==> config.mk <==
export PLATFORM = sky130hd
export DESIGN_NAME = ttf_ctrl
export DESIGN_NICKNAME = d
export VERILOG_FILES = /design/src/rtl/ttf_pkg.sv /design/src/rtl/ttf_ctrl.sv
export SDC_FILE = /design/constraint.sdc
export NUM_CORES = 1
export LEC_CHECK = 0
export BUFFER_PORTS_ARGS = -buffer_cell sky130_fd_sc_hd__buf_2
export CAP_MARGIN = 10
export CORE_ASPECT_RATIO = 1.5
export CORE_MARGIN = 2
export CORE_UTILIZATION = 42
export DETAILED_ROUTE_END_ITERATION = 8
export MAX_ROUTING_LAYER = met4
export SYNTH_ARGS = -nofsm -noshare
export SYNTH_HDL_FRONTEND = slang
export SYNTH_SLANG_ARGS = --single-unit
export TNS_END_PERCENT = 50
==> constraint.sdc <==
create_clock -name clock -period 6.1 [get_ports clock]
set_clock_uncertainty 0.2 [all_clocks]
set_input_delay 1.22 -clock clock [delete_from_list [all_inputs] [get_ports clock]]
set_output_delay 1.22 -clock clock [all_outputs]
set_load 0.05 [all_outputs]
==> src/rtl/ttf_pkg.sv <==
// Shared types, codes and constants of the triangle tangent frame unit.
package ttf_pkg;

   // Default field widths and the reduced magnitude width before normalizing
   localparam int COORD_WIDTH_DEF = 32;
   localparam int UNIT_WIDTH_DEF  = 16;
   localparam int RED_BITS        = 24;

   function automatic int max_int(input int a, input int b);
      return (a > b) ? a : b;
   endfunction

   // Datapath operations issued by the controller
   typedef enum logic [3:0] {
      OP_IDLE      = 4'd0,
      OP_STORE     = 4'd1,
      OP_DELTA     = 4'd2,
      OP_MUL       = 4'd3,
      OP_ACC       = 4'd4,
      OP_ABS       = 4'd5,
      OP_SHIFT     = 4'd6,
      OP_SDIR      = 4'd7,
      OP_LOADN     = 4'd8,
      OP_FLOOR     = 4'd9,
      OP_SQRT_INIT = 4'd10,
      OP_SQRT      = 4'd11,
      OP_DIV_INIT  = 4'd12,
      OP_DIV       = 4'd13,
      OP_DIV_DONE  = 4'd14,
      OP_EMIT      = 4'd15
   } op_type;

   // Product groups run through the shared multiplier
   typedef enum logic [2:0] {
      GRP_SD  = 3'd0,
      GRP_DOT = 3'd1,
      GRP_G   = 3'd2,
      GRP_SQ  = 3'd3,
      GRP_CR  = 3'd4
   } grp_type;

   typedef struct packed {
      op_type     op;
      grp_type    grp;
      logic [2:0] idx;
      logic [1:0] vtx;
      logic [1:0] phase;
      logic       norm;
      logic       pass;
   } cmd_type;

   typedef struct packed {
      logic red_more;
      logic mag_zero;
      logic det_zero;
      logic out_free;
   } status_type;

endpackage

==> src/rtl/ttf_ctrl.sv <==
// Sequencing state machine of the triangle tangent frame unit.
module ttf_ctrl #(
   parameter int UNIT_WIDTH = ttf_pkg::UNIT_WIDTH_DEF
) (
   input  logic                clock,
   input  logic                reset,
   input  logic                req_valid,
   output logic                req_stall,
   input  ttf_pkg::status_type status,
   output ttf_pkg::cmd_type    cmd
);

   localparam int F       = UNIT_WIDTH - 2;
   localparam int RED     = ttf_pkg::RED_BITS;
   localparam int CNT_MAX = ttf_pkg::max_int(RED, F);
   localparam int CNT_W   = $clog2(CNT_MAX + 1);

   typedef enum logic [14:0] {
      ST_IDLE      = 15'h0001,
      ST_DELTA     = 15'h0002,
      ST_MUL       = 15'h0004,
      ST_ACC       = 15'h0008,
      ST_ABS       = 15'h0010,
      ST_SHIFT     = 15'h0020,
      ST_SDIR      = 15'h0040,
      ST_LOADN     = 15'h0080,
      ST_FLOOR     = 15'h0100,
      ST_SQRT_INIT = 15'h0200,
      ST_SQRT      = 15'h0400,
      ST_DIV_INIT  = 15'h0800,
      ST_DIV       = 15'h1000,
      ST_DIV_DONE  = 15'h2000,
      ST_EMIT      = 15'h4000
   } state_type;

   state_type        state_ff, state_in;
   ttf_pkg::grp_type grp_ff, grp_in;
   logic [2:0]       idx_ff, idx_in;
   logic [1:0]       vtx_ff, vtx_in;
   logic [1:0]       phase_ff, phase_in;
   logic             norm_ff, norm_in;
   logic             pass_ff, pass_in;
   logic [CNT_W-1:0] cnt_ff, cnt_in;
   logic [2:0]       grp_last;

   // Last product index of each group
   always_comb begin
      unique case (grp_ff)
         ttf_pkg::GRP_SD:  grp_last = 3'd7;
         ttf_pkg::GRP_CR:  grp_last = 3'd5;
         default:          grp_last = 3'd2;
      endcase
   end

   assign req_stall = (state_ff != ST_IDLE);

   // Next state and command
   always_comb begin
      state_in  = state_ff;
      grp_in    = grp_ff;
      idx_in    = idx_ff;
      vtx_in    = vtx_ff;
      phase_in  = phase_ff;
      norm_in   = norm_ff;
      pass_in   = pass_ff;
      cnt_in    = cnt_ff;
      cmd.op    = ttf_pkg::OP_IDLE;
      cmd.grp   = grp_ff;
      cmd.idx   = idx_ff;
      cmd.vtx   = vtx_ff;
      cmd.phase = phase_ff;
      cmd.norm  = norm_ff;
      cmd.pass  = pass_ff;
      unique case (state_ff)
         ST_IDLE: begin
            if (req_valid) begin
               cmd.op = ttf_pkg::OP_STORE;
               if (phase_ff == 2'd2) begin
                  phase_in = 2'd0;
                  state_in = ST_DELTA;
               end else begin
                  phase_in = phase_ff + 2'd1;
               end
            end
         end
         ST_DELTA: begin
            cmd.op   = ttf_pkg::OP_DELTA;
            grp_in   = ttf_pkg::GRP_SD;
            idx_in   = 3'd0;
            state_in = ST_MUL;
         end
         ST_MUL: begin
            cmd.op   = ttf_pkg::OP_MUL;
            state_in = ST_ACC;
         end
         ST_ACC: begin
            cmd.op = ttf_pkg::OP_ACC;
            if (idx_ff == grp_last) begin
               idx_in = 3'd0;
               unique case (grp_ff)
                  ttf_pkg::GRP_SD: begin
                     norm_in  = 1'b0;
                     state_in = ST_ABS;
                  end
                  ttf_pkg::GRP_DOT: state_in = ST_FLOOR;
                  ttf_pkg::GRP_SQ:  state_in = ST_SQRT_INIT;
                  default: begin
                     norm_in  = 1'b1;
                     state_in = ST_ABS;
                  end
               endcase
            end else begin
               idx_in   = idx_ff + 3'd1;
               state_in = ST_MUL;
            end
         end
         ST_ABS: begin
            cmd.op   = ttf_pkg::OP_ABS;
            state_in = ST_SHIFT;
         end
         ST_SHIFT: begin
            cmd.op = ttf_pkg::OP_SHIFT;
            if (!status.red_more) begin
               if (!norm_ff) begin
                  state_in = ST_SDIR;
               end else if (status.mag_zero) begin
                  state_in = ST_EMIT;
               end else begin
                  grp_in   = ttf_pkg::GRP_SQ;
                  idx_in   = 3'd0;
                  state_in = ST_MUL;
               end
            end
         end
         ST_SDIR: begin
            cmd.op   = ttf_pkg::OP_SDIR;
            vtx_in   = 2'd0;
            state_in = ST_LOADN;
         end
         ST_LOADN: begin
            cmd.op  = ttf_pkg::OP_LOADN;
            pass_in = 1'b0;
            if (status.det_zero) begin
               state_in = ST_EMIT;
            end else begin
               grp_in   = ttf_pkg::GRP_DOT;
               idx_in   = 3'd0;
               state_in = ST_MUL;
            end
         end
         ST_FLOOR: begin
            cmd.op   = ttf_pkg::OP_FLOOR;
            grp_in   = ttf_pkg::GRP_G;
            idx_in   = 3'd0;
            state_in = ST_MUL;
         end
         ST_SQRT_INIT: begin
            cmd.op   = ttf_pkg::OP_SQRT_INIT;
            cnt_in   = '0;
            state_in = ST_SQRT;
         end
         ST_SQRT: begin
            cmd.op = ttf_pkg::OP_SQRT;
            if (cnt_ff == CNT_W'(RED)) begin
               idx_in   = 3'd0;
               state_in = ST_DIV_INIT;
            end else begin
               cnt_in = cnt_ff + CNT_W'(1);
            end
         end
         ST_DIV_INIT: begin
            cmd.op   = ttf_pkg::OP_DIV_INIT;
            cnt_in   = '0;
            state_in = ST_DIV;
         end
         ST_DIV: begin
            cmd.op = ttf_pkg::OP_DIV;
            if (cnt_ff == CNT_W'(F)) begin
               state_in = ST_DIV_DONE;
            end else begin
               cnt_in = cnt_ff + CNT_W'(1);
            end
         end
         ST_DIV_DONE: begin
            cmd.op = ttf_pkg::OP_DIV_DONE;
            if (idx_ff == 3'd2) begin
               idx_in = 3'd0;
               if (!pass_ff) begin
                  pass_in  = 1'b1;
                  grp_in   = ttf_pkg::GRP_CR;
                  state_in = ST_MUL;
               end else begin
                  state_in = ST_EMIT;
               end
            end else begin
               idx_in   = idx_ff + 3'd1;
               state_in = ST_DIV_INIT;
            end
         end
         ST_EMIT: begin
            if (status.out_free) begin
               cmd.op = ttf_pkg::OP_EMIT;
               if (vtx_ff == 2'd2) begin
                  state_in = ST_IDLE;
               end else begin
                  vtx_in   = vtx_ff + 2'd1;
                  state_in = ST_LOADN;
               end
            end
         end
         default: state_in = ST_IDLE;
      endcase
   end

   // Hold state and counters
   always_ff @(posedge clock) begin
      if (reset) begin
         state_ff <= ST_IDLE;
         grp_ff   <= ttf_pkg::GRP_SD;
         idx_ff   <= 3'd0;
         vtx_ff   <= 2'd0;
         phase_ff <= 2'd0;
         norm_ff  <= 1'b0;
         pass_ff  <= 1'b0;
         cnt_ff   <= '0;
      end else begin
         state_ff <= state_in;
         grp_ff   <= grp_in;
         idx_ff   <= idx_in;
         vtx_ff   <= vtx_in;
         phase_ff <= phase_in;
         norm_ff  <= norm_in;
         pass_ff  <= pass_in;
         cnt_ff   <= cnt_in;
      end
   end

endmodule

== After elaboration in Yosys (flattened, before gate mapping) ==
Cells that the tools add are included.

* Register bits after elaboration: 32
* Output and inout port bits: 17
* Input bits: 7
* Logic and storage cells: 113

* Eq/ne operators: 39
* Add/sub/neg operators: 4
* Mux-type cells: 44
* Bitwise logic cells: 1
* Reductions and logical operators: 17

{| class="wikitable"
|+ Operator list
! cell !! count
|-
| 15-bit one-hot mux with 14 select lines || 1
|-
| 15-bit two-way mux || 12
|-
| 4-bit one-hot mux with 15 select lines || 1
|-
| 3-bit two-way mux || 13
|-
| 2-bit != test (second input constant) || 14
|-
| 10-bit one-hot mux with 2 select lines || 1
|-
| 3-bit one-hot mux with 6 select lines || 1
|-
| 15-bit by 1-bit == test with 1-bit output (second input constant) || 1
|-
| 15-bit by 10-bit == test with 1-bit output (second input constant) || 1
|-
| 15-bit by 11-bit == test with 1-bit output (second input constant) || 1
|-
| 15-bit by 12-bit == test with 1-bit output (second input constant) || 1
|-
| 15-bit by 13-bit == test with 1-bit output (second input constant) || 1
|-
| 15-bit by 14-bit == test with 1-bit output (second input constant) || 1
|-
| 15-bit == test (second input constant) || 1
|-
| 15-bit by 2-bit == test with 1-bit output (second input constant) || 1
|-
| 15-bit by 3-bit == test with 1-bit output (second input constant) || 1
|-
| 15-bit by 4-bit == test with 1-bit output (second input constant) || 1
|-
| 15-bit by 5-bit == test with 1-bit output (second input constant) || 1
|-
| 15-bit by 6-bit == test with 1-bit output (second input constant) || 1
|-
| 15-bit by 7-bit == test with 1-bit output (second input constant) || 1
|-
| 15-bit by 8-bit == test with 1-bit output (second input constant) || 1
|-
| 15-bit by 9-bit == test with 1-bit output (second input constant) || 1
|-
| 15-bit by 1-bit != test with 1-bit output (second input constant) || 1
|-
| 3-bit one-hot mux with 5 select lines || 1
|-
| other kinds (30) || 45
|}

== Logic depth before layout (Yosys ltp) ==
* Depth after elaboration: 5
* Gate-level depth with buffers: 8
* Gate-level depth less buffers: 8

== Least setup slack after synthesis ==
No wires, ideal clock.

* Path kind: reg-to-output
* Start: register state_ff[0]
* End: output cmd[15] in the netlist's numbering
* Cell stages (with the launch flop): 5
* Buffers on the path: 1
* Path slack: 1.744 ns
* Data arrival time: 2.936 ns
* Data required time: 4.680 ns
* Cell sequence: dfxtp_1 > buf_6 > nor4_4 > nand4_4 > o311ai_0

{| class="wikitable"
|+ RTL lines
! element !! RTL line !! text
|-
| start, declared || ttf_ctrl.sv:36 || <nowiki>state_type state_ff, state_in;</nowiki>
|-
| start signal, assigned || ttf_ctrl.sv:227 || <nowiki>state_ff <= state_in;</nowiki>
|-
| end, declared || ttf_ctrl.sv:10 || <nowiki>output ttf_pkg::cmd_type cmd</nowiki>
|}

==> run_summary.xml <==
<?xml version="1.0" encoding="UTF-8"?>
<metrics>
  <group name="synthesis">
    <metric name="synthesis.yosys.warnings" unit="">0</metric>
    <metric name="synthCells" unit="">263</metric>
    <metric name="post-synth-top-area-fraction" unit="">0.288</metric>
    <metric name="ys_top_cells_by_count" unit="">sky130_fd_sc_hd__dfxtp_1 (32), sky130_fd_sc_hd__nor2_1 (26), sky130_fd_sc_hd__nand2_1 (14)</metric>
    <metric name="synthMostInstantiatedCell" unit="">sky130_fd_sc_hd__dfxtp_1</metric>
    <metric name="synth-seq-area-share" unit="">0.288</metric>
    <metric name="synth-edff-count" unit="">0</metric>
    <metric name="netlist_top_cells_area" unit="">sky130_fd_sc_hd__dfxtp_1 (29%), sky130_fd_sc_hd__nor2_1 (4.4%), sky130_fd_sc_hd__nor4_4 (3.8%)</metric>
    <metric name="ys_async_rst_share" unit="">0</metric>
    <metric name="synth.net_count" unit="">276</metric>
    <metric name="synth.cell_area" unit="mm²">0.00223</metric>
    <metric name="synth_cell_type_count" unit="">63</metric>
    <metric name="top_cell_type_by_total_area_after_synthesis" unit="">sky130_fd_sc_hd__dfxtp_1</metric>
    <metric name="synth-seq-cells" unit="">32</metric>
    <metric name="syn-mean-instance-area" unit="µm²">8.47</metric>
    <metric name="yosys_most_used_dff" unit="">sky130_fd_sc_hd__dfxtp_1</metric>
  </group>
  <group name="floorplanning">
    <metric name="start_util" unit="">0.435</metric>
    <metric name="die_area" unit="mm²">0.00591</metric>
    <metric name="die_extent_in_y" unit="µm">93.2</metric>
    <metric name="design.core.area" unit="mm²">0.00512</metric>
    <metric name="io_pins" unit="">24</metric>
    <metric name="rows" unit="">32</metric>
    <metric name="die_w" unit="µm">63.5</metric>
  </group>
  <group name="worst_setup_path">
    <metric name="crit_path_top_delay_cell" unit="">sky130_fd_sc_hd__or4_1</metric>
    <metric name="critPathTopFamily" unit="">simple AND/OR/NAND/NOR gates</metric>
    <metric name="cp-start-kind" unit="">flip-flop</metric>
    <metric name="cp_bufs_invs" unit="">1</metric>
    <metric name="maximum_fanout_encountered_on_the_critical_timing_path" unit="">7</metric>
    <metric name="timing.setup.critical_path_class" unit="">reg2out</metric>
    <metric name="worst_ep_arrival_time" unit="ns">2.63</metric>
    <metric name="critPathCaptureType" unit="">output pin</metric>
    <metric name="worst_path_largest_cell_delay" unit="ns">0.74</metric>
    <metric name="cp_data_required_time" unit="ns">4.68</metric>
    <metric name="worstPathCellList" unit="">or4_1, nor3_1, nand3_1, and4_1, o311ai_0, buf_2</metric>
  </group>
  <group name="global_routing">
    <metric name="grt_pass1_vias" unit="">2013</metric>
    <metric name="antenna_found_initial" unit="">0</metric>
    <metric name="pin_count_of_the_biggest_net_entering_global_routing" unit="">30</metric>
    <metric name="grt_use_total" unit="">0.212</metric>
    <metric name="overflow_left_after_global_routing" unit="">0</metric>
    <metric name="wire_length_of_the_first_global_routing_pass" unit="mm">9.54</metric>
  </group>
  <group name="power_and_ir_drop">
    <metric name="ir_drop" unit="µV">146</metric>
    <metric name="p_comb_frac" unit="">0.291</metric>
    <metric name="intPower" unit="µW">368</metric>
    <metric name="clock_network_fraction_of_design_power" unit="">0.296</metric>
    <metric name="total_switching_power" unit="µW">209</metric>
    <metric name="fin_total_pwr" unit="µW">577</metric>
    <metric name="switching_share" unit="">0.362</metric>
    <metric name="p_seq_frac" unit="">0.413</metric>
    <metric name="leakage" unit="µW">0.000874</metric>
    <metric name="power-per-cell-area" unit="mW/mm²">238</metric>
  </group>
  <group name="clock_network">
    <metric name="cts-htree-levels" unit="">2</metric>
    <metric name="clock_tree_from_tritoncts" unit="">done</metric>
    <metric name="ctsHoldBuffers" unit="">0</metric>
    <metric name="post_cts.resized_instances" unit="">0</metric>
    <metric name="cts_setup_buffers" unit="">0</metric>
    <metric name="clock_path_buffers" unit="">2</metric>
    <metric name="clock-sinks" unit="">32</metric>
    <metric name="clk_pin_slew" unit="ns">0.06</metric>
    <metric name="clock_insertion_delay_worst_skew" unit="ns">0.29</metric>
    <metric name="cts_inserted_buffers" unit="">5</metric>
    <metric name="clockRootBuffer" unit="">sky130_fd_sc_hd__clkbuf_8</metric>
  </group>
  <group name="placed_design">
    <metric name="hpwl" unit="mm">4.44</metric>
    <metric name="place_ws" unit="ns">2.38</metric>
    <metric name="numPortBuffers" unit="">23</metric>
    <metric name="place.detailed.instances" unit="">338</metric>
    <metric name="routabilityCongestion" unit="">0.879</metric>
  </group>
  <group name="routing">
    <metric name="drt_first_pass_iters" unit="">4</metric>
    <metric name="detail_route.vias_per_cell" unit="">5.88</metric>
    <metric name="drc_errors" unit="">0</metric>
    <metric name="drt-total-wl" unit="mm">5.74</metric>
    <metric name="num_vias" unit="">2034</metric>
    <metric name="routedWlPerCell" unit="µm">16.6</metric>
    <metric name="detail_route.iter0.violations" unit="">111</metric>
    <metric name="antenna_violating_nets_post_route" unit="">0</metric>
  </group>
  <group name="timing">
    <metric name="worst_setup_slack_after_layout" unit="ns">2.05</metric>
    <metric name="hold_violations" unit="">0</metric>
    <metric name="timing.final.crit_share" unit="">0.664</metric>
    <metric name="worst_pin_slew" unit="ns">0.988</metric>
    <metric name="timing.final.crit_period" unit="ns">4.05</metric>
    <metric name="rsz0062_at_grt" unit="">false</metric>
    <metric name="timing.final.max_slew_violations" unit="">0</metric>
    <metric name="setup_tns" unit="ns">0</metric>
    <metric name="achievable-frequency" unit="GHz">0.247</metric>
    <metric name="maxSlewHeadroom" unit="">0.333</metric>
    <metric name="timing.final.setup_violations" unit="">0</metric>
  </group>
  <group name="final_layout">
    <metric name="antenna-diode-count" unit="">0</metric>
    <metric name="layout-drive-gt1-share" unit="">0.187</metric>
    <metric name="instances_no_fill" unit="">346</metric>
    <metric name="area_growth_syn_to_fin" unit="%">8.82</metric>
    <metric name="number_of_nets_in_the_final_layout" unit="">290</metric>
    <metric name="fillers" unit="">555</metric>
  </group>
  <group name="flow_run">
    <metric name="max-cap-violations" unit="">0</metric>
  </group>
  <group name="outcome">
    <metric name="status" unit="">completed</metric>
  </group>
  <group name="worst_hold_path">
    <metric name="min-delay-path-class" unit="">reg2reg</metric>
  </group>
</metrics>
-- cell type report --
class                           count  area (µm²)  area share
Tap cell                           68        85.1      0.0351
Sequential cell                    32         641       0.264
Timing Repair Buffer               23         115      0.0475
Multi-Input combinational cell    203        1450       0.597
Clock buffer                        8        90.1      0.0372
Inverter                           12        45.0      0.0186
-- metrics by stage --
stage | area (µm²) | hold WS, ns | util
after floorplan | 2230 | 0.250 | -
after global placement | 2330 | 0.258 | 0.455
after detailed placement | 2330 | 0.260 | 0.455
after CTS | 2420 | 0.269 | 0.473
after global routing | 2420 | 0.326 | 0.473
final | 2420 | 0.270 | 0.473
-- logic make-up (layout without fill, tap and decap cells) --
family,Yosys count,count (layout),synth area share
buffers and inverters,28,43,0.0624
XOR/XNOR,10,10,0.0393
AO/OA/AOI/OAI,50,50,0.173
AND/OR/NAND/NOR,135,135,0.395
flip-flops,32,32,0.288
adder cells (fa/ha/maj),6,6,0.0337
multiplexers,2,2,0.00899
-- flip-flops by register name, indices dropped and copies added, names as in the netlist --
signal and cells:
vtx_ff 2, pass_ff 1, grp_ff 3, state_ff 15, phase_ff 2, cnt_ff 5, norm_ff 1, idx_ff 3
-- path summary, 6_finish.rpt --
| check | start | end | slack (ns) | cells past startpoint |
|---|---|---|---|---|
| min reg2reg | pass_ff | pass_ff | 0.27 | 2 |
| max reg2reg | state_ff[6] | state_ff[2] | 3.28 | 6 |
| max | state_ff[6] | cmd[15] | 2.05 | 6 |
| min | pass_ff | pass_ff | 0.27 | 2 |
-- power by group through the flow --
| stage | Sequential [µW] | Combinational [µW] | Clock [µW] |
|---|---|---|---|
| after floorplan | 256 | 120 | 0 |
| after global placement | 244 | 165 | 0 |
| after detailed placement | 244 | 167 | 0 |
| after CTS | 239 | 168 | 175 |
| after global routing | 242 | 180 | 186 |
| final | 239 | 168 | 171 |
-- worst register-to-register path: stages, from the launching register on --
cell                        delay [ns]
sky130_fd_sc_hd__dfxtp_1          0.39
sky130_fd_sc_hd__or4_1            0.74
sky130_fd_sc_hd__nor4_4           0.39
sky130_fd_sc_hd__nand2_1          0.16
sky130_fd_sc_hd__o2111ai_1        0.46
sky130_fd_sc_hd__a211o_1          0.28
sky130_fd_sc_hd__nor2_1           0.08
-- layer usage --
metal,routed length (µm),vias to the layer above,track usage
met4,223,0,0.112
met1,2380,955,0.229
li1,-,1018,-
met3,169,15,0.0337
met5,0,-,-
met2,2970,46,0.369
-- placed cells by master (no fill, tap or decap), drive strengths merged, types with 7 or more instances in the layout --
cell type and n:
a21oi 11, buf 23, clkbuf 8, dfxtp 32
inv 12, nand2 14, nand3 13, nand4 9
nor2 26, nor3 11, nor4 13, or4 7
(Power assumes the default switching activity.)
